File: config.mk
export PLATFORM = sky130hd
export DESIGN_NAME = infix_to_postfix_converter_core
export DESIGN_NICKNAME = d
export VERILOG_FILES = /design/src/design/ifp_pkg.sv /design/src/design/infix_to_postfix_converter_core.sv
export SDC_FILE = /design/constraint.sdc
export NUM_CORES = 1
export LEC_CHECK = 0
export BUFFER_PORTS_ARGS = -buffer_cell sky130_fd_sc_hd__buf_2
export CAP_MARGIN = 20
export CORE_MARGIN = 4
export CORE_UTILIZATION = 53
export CTS_CLUSTER_SIZE = 12
export DETAILED_ROUTE_END_ITERATION = 7
export GPL_TIMING_DRIVEN = 0
export HOLD_SLACK_MARGIN = 0.06
export PLACE_DENSITY = 0.73
export SLEW_MARGIN = 25
export SYNTH_ARGS = -nofsm -noshare
export SYNTH_HDL_FRONTEND = slang
export SYNTH_SLANG_ARGS = --single-unit
File: constraint.sdc
create_clock -name i_clk -period 3.4 [get_ports i_clk]
set_input_delay 0.34 -clock i_clk [delete_from_list [all_inputs] [get_ports i_clk]]
set_output_delay 0.34 -clock i_clk [all_outputs]
set_load 0.005 [all_outputs]
File: src/design/ifp_pkg.sv
// Shared types, operator codes and the operator priority table of the infix-to-postfix converter.
package ifp_pkg;

    // Width of an operator table index
    localparam int unsigned CODE_BITS = 5;
    // Width of an operator priority
    localparam int unsigned PRIO_BITS = 4;
    // Number of operators in the table
    localparam logic [CODE_BITS-1:0] NUM_OPS = 5'd29;

    // Operator codes with special handling
    localparam logic [CODE_BITS-1:0] OP_LPAREN = 5'd0;
    localparam logic [CODE_BITS-1:0] OP_RPAREN = 5'd1;
    localparam logic [CODE_BITS-1:0] OP_COMMA  = 5'd2;
    localparam logic [CODE_BITS-1:0] OP_MUL    = 5'd3;
    localparam logic [CODE_BITS-1:0] OP_MOD    = 5'd5;
    localparam logic [CODE_BITS-1:0] OP_ADD    = 5'd6;
    localparam logic [CODE_BITS-1:0] OP_SUB    = 5'd7;

    // Priority levels
    localparam logic [PRIO_BITS-1:0] PRIO_FUNC  = 4'd10;
    localparam logic [PRIO_BITS-1:0] PRIO_MUL   = 4'd9;
    localparam logic [PRIO_BITS-1:0] PRIO_ADD   = 4'd8;
    localparam logic [PRIO_BITS-1:0] PRIO_COMMA = 4'd0;

    // Kind of a result beat
    typedef enum logic [1:0] {
        KIND_OPERAND  = 2'd0,
        KIND_OPERATOR = 2'd1,
        KIND_END      = 2'd2
    } t_kind;

    // Priority of an operator code: parentheses and functions bind tightest, comma loosest
    function automatic logic [PRIO_BITS-1:0] op_priority(input logic [CODE_BITS-1:0] code);
        logic [PRIO_BITS-1:0] prio;
        begin
            if (code == OP_COMMA) begin
                prio = PRIO_COMMA;
            end else if (code >= OP_MUL && code <= OP_MOD) begin
                prio = PRIO_MUL;
            end else if (code == OP_ADD || code == OP_SUB) begin
                prio = PRIO_ADD;
            end else begin
                prio = PRIO_FUNC;
            end
            return prio;
        end
    endfunction

endpackage

File: src/design/infix_to_postfix_converter_core.sv
// Infix-to-postfix converter: operator stack, pop sequencer and registered output stage.
// Every result passes through a pending register, which decides tlast, before the output
// register. Items are taken one at a time: a new item is accepted only in the idle state,
// and output stalls can hold the sequencer. Synchronous active-low reset empties the stack.
module infix_to_postfix_converter_core
    import ifp_pkg::*;
#(
    parameter int unsigned STACK_DEPTH     = 16,
    parameter int unsigned OPERAND_ID_BITS = 16
) (
    input  logic i_clk,
    input  logic i_rst_n,
    // Input stream
    input  logic                                         i_s_axis_tvalid,
    output logic                                         o_s_axis_tready,
    // tdata: operator_code [4:0], operand_id [OPERAND_ID_BITS+4:5], zero pad above
    input  logic [((CODE_BITS+OPERAND_ID_BITS+7)/8)*8-1:0] i_s_axis_tdata,
    // tuser: cmd [0], token_is_operator [1]
    input  logic [1:0]                                   i_s_axis_tuser,
    // Output stream
    output logic                                         o_m_axis_tvalid,
    input  logic                                         i_m_axis_tready,
    // tdata: out_operator [4:0], out_operand [OPERAND_ID_BITS+4:5],
    //        overflow [OPERAND_ID_BITS+5], zero pad above
    output logic [((CODE_BITS+OPERAND_ID_BITS+8)/8)*8-1:0] o_m_axis_tdata,
    // tuser: out_kind [1:0]
    output logic [1:0]                                   o_m_axis_tuser,
    output logic                                         o_m_axis_tlast
);

    localparam int unsigned CNT_BITS  = $clog2(STACK_DEPTH + 1);
    localparam int unsigned ADDR_BITS = $clog2(STACK_DEPTH);

    typedef enum logic [2:0] {
        S_IDLE,
        S_READ,
        S_TEST,
        S_PUSH,
        S_END,
        S_FINISH
    } t_state;

    // Operator stack
    logic [CODE_BITS-1:0] r_stack [STACK_DEPTH];
    logic [CODE_BITS-1:0] r_rd;

    // Control and item registers
    t_state                r_state, n_state;
    logic [CNT_BITS-1:0]   r_count, n_count;
    logic                  r_ovf, n_ovf;
    logic                  r_cmd, n_cmd;
    logic [CODE_BITS-1:0]  r_code, n_code;

    // Pending result, held until it is known whether it is the last one
    logic                       r_pend_valid, n_pend_valid;
    t_kind                      r_pend_kind, n_pend_kind;
    logic [CODE_BITS-1:0]       r_pend_op, n_pend_op;
    logic [OPERAND_ID_BITS-1:0] r_pend_operand, n_pend_operand;
    logic                       r_pend_ovf, n_pend_ovf;

    // Output register
    logic                       r_out_valid, n_out_valid;
    t_kind                      r_out_kind, n_out_kind;
    logic [CODE_BITS-1:0]       r_out_op, n_out_op;
    logic [OPERAND_ID_BITS-1:0] r_out_operand, n_out_operand;
    logic                       r_out_ovf, n_out_ovf;
    logic                       r_out_last, n_out_last;

    logic                       accept;
    logic                       out_free;
    logic                       can_emit;
    logic                       emit;
    t_kind                      emit_kind;
    logic [CODE_BITS-1:0]       emit_op;
    logic                       pop;
    logic                       mem_we;
    logic [CODE_BITS-1:0]       in_code;
    logic [OPERAND_ID_BITS-1:0] in_operand;
    logic                       count_one;
    t_state                     test_next;

    assign accept     = i_s_axis_tvalid && o_s_axis_tready;
    assign out_free   = !r_out_valid || i_m_axis_tready;
    assign can_emit   = !r_pend_valid || out_free;
    assign in_code    = i_s_axis_tdata[CODE_BITS-1:0];
    assign in_operand = i_s_axis_tdata[CODE_BITS +: OPERAND_ID_BITS];
    assign count_one  = (r_count == CNT_BITS'(1));

    // Decide the pop of the entry read from the top of the stack
    always_comb begin
        pop       = 1'b0;
        test_next = S_READ;
        if (r_cmd) begin
            pop       = 1'b1;
            test_next = count_one ? S_END : S_READ;
        end else if (r_code == OP_RPAREN) begin
            pop       = 1'b1;
            test_next = (r_rd == OP_LPAREN || count_one) ? S_FINISH : S_READ;
        end else if (r_rd == OP_LPAREN || op_priority(r_rd) < op_priority(r_code)) begin
            test_next = S_PUSH;
        end else begin
            pop       = 1'b1;
            test_next = count_one ? S_PUSH : S_READ;
        end
    end

    // Sequencer next state, stack pointer, pending and output registers
    always_comb begin
        n_state        = r_state;
        n_count        = r_count;
        n_ovf          = r_ovf;
        n_cmd          = r_cmd;
        n_code         = r_code;
        n_pend_valid   = r_pend_valid;
        n_pend_kind    = r_pend_kind;
        n_pend_op      = r_pend_op;
        n_pend_operand = r_pend_operand;
        n_pend_ovf     = r_pend_ovf;
        n_out_valid    = r_out_valid;
        n_out_kind     = r_out_kind;
        n_out_op       = r_out_op;
        n_out_operand  = r_out_operand;
        n_out_ovf      = r_out_ovf;
        n_out_last     = r_out_last;
        emit           = 1'b0;
        emit_kind      = KIND_OPERATOR;
        emit_op        = r_rd;
        mem_we         = 1'b0;

        // Drop the output beat once taken
        if (r_out_valid && i_m_axis_tready) begin
            n_out_valid = 1'b0;
        end

        case (r_state)
            S_IDLE: begin
                if (accept) begin
                    n_cmd  = i_s_axis_tuser[0];
                    n_code = in_code;
                    if (i_s_axis_tuser[0]) begin
                        n_state = (r_count != '0) ? S_READ : S_END;
                    end else if (!i_s_axis_tuser[1]) begin
                        n_pend_valid   = 1'b1;
                        n_pend_kind    = KIND_OPERAND;
                        n_pend_op      = '0;
                        n_pend_operand = in_operand;
                        n_pend_ovf     = r_ovf;
                        n_state        = S_FINISH;
                    end else if (in_code >= NUM_OPS) begin
                        n_state = S_IDLE;
                    end else if (in_code == OP_LPAREN) begin
                        n_state = S_PUSH;
                    end else if (r_count != '0) begin
                        n_state = S_READ;
                    end else begin
                        n_state = (in_code == OP_RPAREN) ? S_FINISH : S_PUSH;
                    end
                end
            end
            S_READ: begin
                n_state = S_TEST;
            end
            S_TEST: begin
                if (!(pop && r_rd > OP_COMMA) || can_emit) begin
                    if (pop) begin
                        n_count = r_count - 1'b1;
                    end
                    emit    = pop && (r_rd > OP_COMMA);
                    n_state = test_next;
                end
            end
            S_PUSH: begin
                if (r_code != OP_COMMA) begin
                    if (r_count < CNT_BITS'(STACK_DEPTH)) begin
                        mem_we  = 1'b1;
                        n_count = r_count + 1'b1;
                    end else begin
                        n_ovf = 1'b1;
                    end
                end
                n_state = S_FINISH;
            end
            S_END: begin
                if (can_emit) begin
                    emit      = 1'b1;
                    emit_kind = KIND_END;
                    emit_op   = '0;
                    n_ovf     = 1'b0;
                    n_state   = S_FINISH;
                end
            end
            S_FINISH: begin
                if (!r_pend_valid) begin
                    n_state = S_IDLE;
                end else if (out_free) begin
                    n_out_valid   = 1'b1;
                    n_out_kind    = r_pend_kind;
                    n_out_op      = r_pend_op;
                    n_out_operand = r_pend_operand;
                    n_out_ovf     = r_pend_ovf;
                    n_out_last    = 1'b1;
                    n_pend_valid  = 1'b0;
                    n_state       = S_IDLE;
                end
            end
            default: begin
                n_state = S_IDLE;
            end
        endcase

        // Advance the pending result to the output, then hold the new one
        if (emit) begin
            if (r_pend_valid) begin
                n_out_valid   = 1'b1;
                n_out_kind    = r_pend_kind;
                n_out_op      = r_pend_op;
                n_out_operand = r_pend_operand;
                n_out_ovf     = r_pend_ovf;
                n_out_last    = 1'b0;
            end
            n_pend_valid   = 1'b1;
            n_pend_kind    = emit_kind;
            n_pend_op      = emit_op;
            n_pend_operand = '0;
            n_pend_ovf     = r_ovf;
        end
    end

    // State and registered outputs
    always_ff @(posedge i_clk) begin
        if (!i_rst_n) begin
            r_state      <= S_IDLE;
            r_count      <= '0;
            r_ovf        <= 1'b0;
            r_pend_valid <= 1'b0;
            r_out_valid  <= 1'b0;
        end else begin
            r_state      <= n_state;
            r_count      <= n_count;
            r_ovf        <= n_ovf;
            r_pend_valid <= n_pend_valid;
            r_out_valid  <= n_out_valid;
        end
        r_cmd          <= n_cmd;
        r_code         <= n_code;
        r_pend_kind    <= n_pend_kind;
        r_pend_op      <= n_pend_op;
        r_pend_operand <= n_pend_operand;
        r_pend_ovf     <= n_pend_ovf;
        r_out_kind     <= n_out_kind;
        r_out_op       <= n_out_op;
        r_out_operand  <= n_out_operand;
        r_out_ovf      <= n_out_ovf;
        r_out_last     <= n_out_last;
    end

    // Stack memory: push at the count, registered read of the top entry
    always_ff @(posedge i_clk) begin
        if (mem_we) begin
            r_stack[r_count[ADDR_BITS-1:0]] <= r_code;
        end
        if (r_state == S_READ) begin
            r_rd <= r_stack[ADDR_BITS'(r_count - 1'b1)];
        end
    end

    // Drive the ports
    assign o_s_axis_tready = (r_state == S_IDLE);
    assign o_m_axis_tvalid = r_out_valid;
    assign o_m_axis_tuser  = r_out_kind;
    assign o_m_axis_tlast  = r_out_last;

    always_comb begin
        o_m_axis_tdata                                = '0;
        o_m_axis_tdata[CODE_BITS-1:0]                 = r_out_op;
        o_m_axis_tdata[CODE_BITS +: OPERAND_ID_BITS]  = r_out_operand;
        o_m_axis_tdata[CODE_BITS + OPERAND_ID_BITS]   = r_out_ovf;
    end

    // The stack count never passes the depth
    assert property (@(posedge i_clk) disable iff (!i_rst_n)
        r_count <= CNT_BITS'(STACK_DEPTH))
        else $error("stack count beyond depth");

    // No result is left pending when a new item may enter
    assert property (@(posedge i_clk) disable iff (!i_rst_n)
        (r_state == S_IDLE) |-> !r_pend_valid)
        else $error("pending result left behind at idle");

    // After the end marker the overflow flag is clear and the stack empty
    assert property (@(posedge i_clk) disable iff (!i_rst_n)
        (r_state == S_END && can_emit) |=> (!r_ovf && r_count == '0))
        else $error("state not cleared after end marker");

endmodule

# Yosys cells after proc, flatten, opt, wreduce, memory -nomap -nowiden
# Memory sizes are Yosys's and may differ from the RTL's. A register that Yosys moved wholly into a read port is not among the register bits.
# Index checks and enable logic that the tools add are counted.
[op_classes]
addsub = 2
magnitude_cmp = 8
n_eq_ne = 28
n_mux = 106
n_bitwise = 2
n_reduce_logical = 31
[op_table]
columns = ["cell", "n"]
rows = [
  ["$mux 16", 5],
  ["$mux 5", 16],
  ["$mux 3", 16],
  ["$mux 1", 40],
  ["$mux 2", 18],
  ["$mux 4", 6],
  ["$eq 5x3->1 const B", 4],
  ["$reduce_and 4->1", 5],
  ["$pmux 3 s6", 1],
  ["$eq 5x1->1 const B", 3],
  ["$ne 2x2->1 const B", 6],
  ["$eq 5x2->1 const B", 2],
  ["$ge 5x2->1 const B", 2],
  ["$le 5x3->1 const B", 2],
  ["$logic_not 5->1", 2],
  ["$pmux 5 s2", 1],
  ["$reduce_bool 2->1", 4],
  ["$logic_or 1x1->1", 7],
  ["$eq 3x2->1 const B", 2],
  ["$eq 3x3->1 const B", 2],
  ["$ne 2x1->1 const B", 3],
  ["$ne 3x2->1 const B", 2],
  ["$pmux 1 s2", 3],
  ["$add 5x1->5 const B", 1],
  ["17 further kinds", 24],
]
[word_totals]
ff_bits = 66
ramBits = 80
input_bits = 30
output_inout_bits = 29
wordCells = 194
n_memories = 1
[mem_list]
columns = ["name", "words", "word_bits", "rd", "rd_clocked_by_memory_dff", "wr", "line", "rtl"]
rows = [
  ["r_stack", 16, 5, 1, 1, 1, "infix_to_postfix_converter_core.sv:44", "logic [CODE_BITS-1:0] r_stack [STACK_DEPTH];"],
]

# Logic depth before layout (Yosys ltp)
# Gate-level depths: netlist of the first run.
[logic_depth]
ltp_word = 19
mapped_depth = 10

# Worst setup path before layout of the first run
# OpenSTA, ideal clock, no wires.
[synth_timing]
path_kind = "register to register"
from = "register r_rd[4], read port of r_stack"
to = "register with a tool-made name"
setup_ps = 258
arrival_time_ps = 3128
slack_ps = 15
stages_incl_launch_ff = 10
path_buffers = 1
synth_period_minus_slack_ps = 3385
path_cell_list = "edfxtp_1 -> or3_1 -> or3b_2 -> ha_1 -> or2_2 -> o31ai_1 -> a21oi_1 -> o211a_1 -> clkbuf_1 -> and2_1"
[synth_lines]
columns = ["item", "line", "rtl"]
rows = [
  ["start: declaration", "infix_to_postfix_converter_core.sv:45", "logic [CODE_BITS-1:0] r_rd;"],
]

# Worst setup path after layout of the first run
[layout_timing]
from = "register r_rd[0], read port of r_stack"
to = "register r_count[2]"
[layout_via]
elab_chain_cells = 17
[layout_rtl]
columns = ["item", "line", "rtl"]
rows = [
  ["parallel branches: the longest is 16 deep, another holds $ge 5x2->1", "n/a", ""],
  ["$reduce_and 5->1 (no line) (*)", "n/a", ""],
  ["end signal: assignment", "infix_to_postfix_converter_core.sv:239", "r_count <= n_count;"],
  ["end: declaration", "infix_to_postfix_converter_core.sv:49", "logic [CNT_BITS-1:0] r_count, n_count;"],
]
# Mark *: on every way between the ends. The select of a mux whose other input is x is not followed.
# A chain may end at the register's enable or synchronous reset.

==> results of run 1 <==
[Yosys cell counts (all sizes together), types with 3 or more instances]
| cell | number | area (um^2) |
|---|---|---|
| edfxtp | 124 | 3720 |
| nand2 | 46 | 173 |
| a21oi | 31 | 155 |
| and2 | 31 | 194 |
| nor2 | 28 | 105 |
| dfxtp | 27 | 541 |
| mux4 | 25 | 563 |
| clkbuf | 16 | 60.1 |
| nor3 | 9 | 45.0 |
| o21ai | 8 | 40.0 |
| buf | 7 | 47.5 |
| ha | 7 | 87.6 |
| nand2b | 6 | 37.5 |
| o31ai | 6 | 45.0 |
| inv | 5 | 18.8 |
| or2 | 4 | 25.0 |
| or3 | 4 | 25.0 |
| and3b | 3 | 26.3 |
| nand3 | 3 | 15.0 |
| nor2b | 3 | 18.8 |
| nor4 | 3 | 18.8 |
| o211a | 3 | 30.0 |
| o311a | 3 | 30.0 |
| xnor2 | 3 | 26.3 |
[power groups by stage]
stage | registers, mW | clock network, mW | logic, mW
3_3_place_gp | 2.68 | 0 | 1.92
2_1_floorplan | 2.61 | 0 | 1.49
4_1_cts | 2.63 | 1.84 | 2.04
6_report | 2.64 | 1.81 | 2.05
5_1_grt | 2.67 | 1.92 | 2.28
3_5_place_dp | 2.70 | 0 | 1.97
[final timing paths]
kind	end	slack, ns	cells past startpoint
max	r_count[2]	0.20	9
min	r_code[1]	0.13	1
max reg2reg	r_count[2]	0.20	9
min reg2reg	r_pend_operand[14]	0.45	2
[stage by stage]
stage	area [um^2]	hold slack, ns
finish	7350	0.131
global placement	6730	0.436
global route	7350	0.110
detailed placement	6740	0.435
CTS	7320	0.113
floorplan	6290	0.409
[cells by family (layout without fill, tap and decap cells)]
group | count (synthesis) | after routing | synth area share, %
fa+ha+maj | 7 | 7 | 1.39
other cells | 1 | 2 | 0.0597
flops | 151 | 151 | 67.8
compound gates | 68 | 68 | 6.95
buf+inv | 29 | 115 | 2.07
mux | 26 | 26 | 9.12
xor+xnor | 3 | 3 | 0.418
simple gates | 150 | 150 | 12.2
[cell type report]
cell class	count	area, um^2
fill	836	4170
tap	143	179
multi-input combinational	256	1910
buffer	23	120
sequential	151	4260
timing repair buffer	55	280
clock buffer	18	429
inverter	6	22.5
clock inverter	13	138
[worst max-delay path, stage by stage (launching register included)]
cell,delay (ns)
edfxtp_1,0.41
or3_1,0.41
or3b_2,0.46
ha_1,0.22
or2_2,0.32
o31a_1,0.33
o211a_1,0.26
buf_6,0.15
o311ai_0,0.39
o31ai_1,0.13
[layer usage]
metal	part of all wire (%)	GRT usage, %	wire length [um]
met2	53	33.0	6550
met4	2.3	8.79	280
met5	0	0	0
met1	40	23.8	4960
met3	5.1	5.24	635
[timing repair]
action,4_1_cts,5_1_grt
buffers inserted,2,0
hold endpoints to repair,0,0
endpoints found under the setup margin,38,42
gates resized for setup,4,7
==> results.py, run 1 <==
metrics = {
    "clock_network": {
        "path_clk_slew_ns": 0.06,
        "cts-root-buf": "clkbuf_16",
        "numCtsBuffers": 17,
        "cts_tree": "done",
        "htree_levels": 4,
        "cts_hold_buf": 0,
        "clockBufferDepth": 2,
        "worstSkewPairLatency_ns": 0.42,
        "clock_sinks": 151,
    },
    "global_route": {
        "antenna_found_initial": 0,
        "grt_pass1_vias": 3826,
        "grt-ovfl-total": 0,
        "grt_pass1_wl_mm": 19.5,
        "grt_max_degree": 34,
        "grt.total_usage_pct": 19.6,
    },
    "floorplan": {
        "dieHeight_um": 117,
        "rows": 39,
        "num_io_pins": 59,
        "die_area_mm2": 0.0137,
        "core-area_mm2": 0.0115,
        "initial_core_util_pct": 54.6,
        "die_w_um": 117,
    },
    "drt": {
        "routed_wl_mm": 12.4,
        "viasPerCell": 5.66,
        "drt_iter0_drc": 329,
        "antenna_left": 0,
        "drc": 0,
        "wire_per_inst_um": 18.7,
        "drtPass1Iterations": 4,
        "num_vias": 3767,
    },
    "finish": {
        "diodes": 0,
        "final_core_util_pct": 63.8,
        "instances_no_fill": 665,
        "syn_to_final_growth_pct": 16.9,
        "fin_nets": 547,
        "layout_commonest_cell": "edfxtp_1",
        "final_cell_mix": "edfxtp_1, buf_2, nand2_1, a21oi_1, and2_1",
        "layout-drive-gt1-share_pct": 23.8,
    },
    "power_and_ir_drop": {
        "power.total_mw": 6.50,
        "power_density_mw_per_mm2": 885,
        "peakVddDrop_v": 0.000669,
        "switchingPower_mw": 2.01,
        "swShare_pct": 30.9,
        "p_leak_nw": 2.59,
        "power_frac_comb_pct": 31.6,
        "p_clk_share_pct": 27.9,
        "seqPwrFrac_pct": 40.5,
        "p_int_mw": 4.49,
    },
    "sta": {
        "setup_tns_ns": 0,
        "finalSetupViolCount": 0,
        "fin_crit_ns": 3.20,
        "rsz0062_at_grt": "no",
        "worst_slew_pin_slew_ns": 0.996,
        "max-slew-margin-rel_pct": 33.4,
        "finalHoldViolCount": 0,
        "timing.fmax_ghz": 0.312,
        "slew_violations": 0,
        "fin_crit_sh_pct": 94.3,
        "finClkSkew_ns": 0.0117,
        "setup_ws_ns": 0.195,
    },
    "placement": {
        "port_buffers": 53,
        "dpl_worst_slack_ns": -0.280,
        "dp_hpwl_mm": 8.35,
        "gp_congestion": 0.902,
        "placed_cells": 632,
    },
    "yosys": {
        "synth_ff_type": "edfxtp_1",
        "yosys_warnings": 0,
        "ys_ff_latch": 151,
        "synth_area_mm2": 0.00629,
        "synth.yosys.seq_area_share_pct": 67.8,
        "synth_edf_count": 124,
        "avgSynthCellArea_um2": 14.5,
        "syn_inst": 435,
        "ys_types": 53,
        "ys_async_sr_fraction_pct": 0,
    },
    "flow_run": {
        "cap_violations": 0,
    },
    "worst_setup_path": {
        "path_class": "register to register",
        "worstSetupEndpointType": "register",
        "reg2reg_from": "r_rd[0]",
        "cp-start-kind": "register",
        "crit_fanout": 10,
        "crit_path_start": "r_rd[0]",
        "cp.required_ns": 3.69,
        "worstPathArrival_ns": 3.49,
    },
    "min_path": {
        "hp-class": "input port to register",
        "min-delay-start": "i_s_axis_tdata[1]",
    },
    "status": {
        "status": "complete, no violations",
    },
}
Note: power is estimated with default switching activity, not from simulation.
==> run 2: changes to the inputs <==
- BUFFER_PORTS_ARGS: -buffer_cell sky130_fd_sc_hd__buf_2 -> unset
- CORE_UTILIZATION: 53 -> 57
- DONT_BUFFER_PORTS: unset -> 1
==> results.py, run 2 (synthesis gave the netlist of run 1 again) <==
metrics = {
    "power_and_ir_drop": {
        "swShare_pct": 32.9,
        "p_leak_nw": 2.48,
        "seqPwrFrac_pct": 41.2,
        "p_int_mw": 4.33,
        "power_density_mw_per_mm2": 881,
        "switchingPower_mw": 2.13,
        "peakVddDrop_v": 0.000644,
        "p_clk_share_pct": 26.9,
        "power_frac_comb_pct": 31.9,
    },
    "worst_setup_path": {
        "worstSetupEndpointType": "register",
        "cp.required_ns": 3.66,
        "rrSetupSlack_ns": 0.15,
        "cp.depth": 8,
        "reg2reg_from": "r_rd[0]",
        "cp-start-kind": "register",
        "cp_top_family": "simple AND/OR/NAND/NOR gates",
        "worstPathArrival_ns": 3.51,
        "reg2reg_depth": 8,
        "crit_fanout": 10,
        "crit_end": "r_pend_ovf",
        "slowest_delay_ns": 0.46,
        "r2r-end": "r_pend_ovf",
        "crit_path_cell_trace": "or3_1 > or3b_2 > ha_1 > or2_2 > o31ai_2 > a211oi_1 > clkbuf_2 > or3_4",
        "crit_path_start": "r_rd[0]",
        "path_class": "register to register",
        "path_buf_inv": 1,
        "slowest_stage": "or3b_2",
    },
    "clock_network": {
        "numCtsBuffers": 17,
        "cts-root-buf": "clkbuf_8",
        "path_clk_slew_ns": 0.07,
        "cts_tree": "done",
        "clockBufferDepth": 2,
        "worstSkewPairLatency_ns": 0.52,
        "clock_sinks": 151,
        "htree_levels": 4,
    },
    "drt": {
        "num_vias": 3820,
        "drtPass1Iterations": 5,
        "antenna_left": 0,
        "drc": 0,
        "routed_wl_mm": 12.5,
        "wire_per_inst_um": 19.7,
        "viasPerCell": 6.02,
        "drt_iter0_drc": 328,
    },
    "floorplan": {
        "rows": 38,
        "die_area_mm2": 0.0128,
        "num_io_pins": 59,
        "dieHeight_um": 113,
        "core-area_mm2": 0.0108,
        "initial_core_util_pct": 58.2,
        "die_w_um": 113,
    },
    "placement": {
        "port_buffers": 0,
        "placed_cells": 576,
        "gp_congestion": 0.891,
        "dp_hpwl_mm": 8.14,
    },
    "sta": {
        "fin_crit_ns": 3.25,
        "rsz0062_at_grt": "no",
        "finalSetupViolCount": 0,
        "slew_violations": 0,
        "fin_crit_sh_pct": 95.7,
        "worst_slew_pin_slew_ns": 0.856,
        "timing.fmax_ghz": 0.307,
        "max-slew-margin-rel_pct": 42.5,
        "finalHoldViolCount": 0,
        "finClkSkew_ns": 0.0117,
    },
    "finish": {
        "layout_commonest_cell": "edfxtp_1",
        "instances_no_fill": 635,
        "syn_to_final_growth_pct": 16.7,
        "layout-drive-gt1-share_pct": 17.2,
        "final_core_util_pct": 68.0,
        "fin_nets": 519,
        "fillers": 745,
        "diodes": 0,
        "final_cell_mix": "edfxtp_1, nand2_1, a21oi_1, and2_1, nor2_1",
    },
    "status": {
        "status": "complete, no violations",
    },
    "min_path": {
        "hp-class": "input port to register",
    },
    "global_route": {
        "grt_max_degree": 34,
        "grt.total_usage_pct": 20.9,
        "grt-ovfl-total": 0,
        "grt_pass1_vias": 3850,
        "grt_pass1_wl_mm": 20.2,
        "antenna_found_initial": 0,
    },
    "flow_run": {
        "cap_violations": 0,
    },
}
run 2: changes by cell type in the layout (fill, tap and decap cells not counted), moves of 2 or more:
cell           previous run  this run
clkinv_1                  7         1
clkbuf_8                  0         2
bufinv_16                 3         0
dlygate4sd3_1             0        24
clkbuf_1                 12         9
inv_6                     0         5
clkbuf_2                  4         6
buf_2                    55         2
inv_8                     0         2
run 2: timing repair:
| item | in CTS | in global routing |
|---|---|---|
| buffers inserted | 0 | 3 |
| endpoints found under the hold margin | 24 | 0 |
| hold buffers | 24 | 0 |
| resized for setup | 7 | 9 |
| endpoints found under the setup margin | 46 | 39 |
run 2: metrics by stage:
stage	hold slack (ns)	power [mW]	setup WS, ns	instance area [um^2]	setup TNS [ns]
global route	0.0951	6.82	0.00357	7340	0
finish	0.0982	6.46	0.145	7340	0
CTS	0.0794	6.44	0.0311	7290	0
detailed placement	0.427	4.65	-0.394	6470	-8.37
floorplan	0.409	4.10	0.0146	6290	0
global placement	0.429	4.58	-0.549	6460	-19.26
run 2: cell type report:
| class | count | area (um^2) | area share [%] |
|---|---|---|---|
| Multi-Input combinational cell | 256 | 1920 | 26.2 |
| Buffer | 23 | 126 | 1.72 |
| Inverter | 6 | 22.5 | 0.307 |
| Timing Repair Buffer | 27 | 263 | 3.58 |
| Clock buffer | 19 | 453 | 6.17 |
| Clock inverter | 13 | 109 | 1.48 |
| Tap cell | 140 | 175 | 2.39 |
| Sequential cell | 151 | 4260 | 58.1 |
run 2: how the worst min path moves through the flow:
stage               cells after the start         endpoint  slack, ns             from
finish                                  2  o_m_axis_tvalid        0.1  i_m_axis_tready
global route                            2  o_m_axis_tvalid        0.1  i_m_axis_tready
CTS                                     2  o_m_axis_tvalid       0.08  i_m_axis_tready
detailed placement                      0       r_pend_ovf       0.43            r_ovf
global placement                        0       r_pend_ovf       0.43            r_ovf
floorplan                               0       r_pend_ovf       0.41            r_ovf
run 2: power by group through the flow:
stage / sequential, mW / combinational, mW / clock [mW]
6_report: 2.66 / 2.06 / 1.74
5_1_grt: 2.70 / 2.26 / 1.86
4_1_cts: 2.67 / 2.01 / 1.76
3_5_place_dp: 2.71 / 1.94 / 0
3_3_place_gp: 2.69 / 1.89 / 0
2_1_floorplan: 2.61 / 1.49 / 0
run 2: metal layers:
layer | vias to the layer above | part of all wire, % | GRT usage (%)
li1 | 1753 | - | -
met5 | - | 0 | 0
met1 | 1902 | 43 | 28.5
met4 | 0 | 1.0 | 5.93
met2 | 153 | 50 | 33.5
met3 | 12 | 6.3 | 5.61
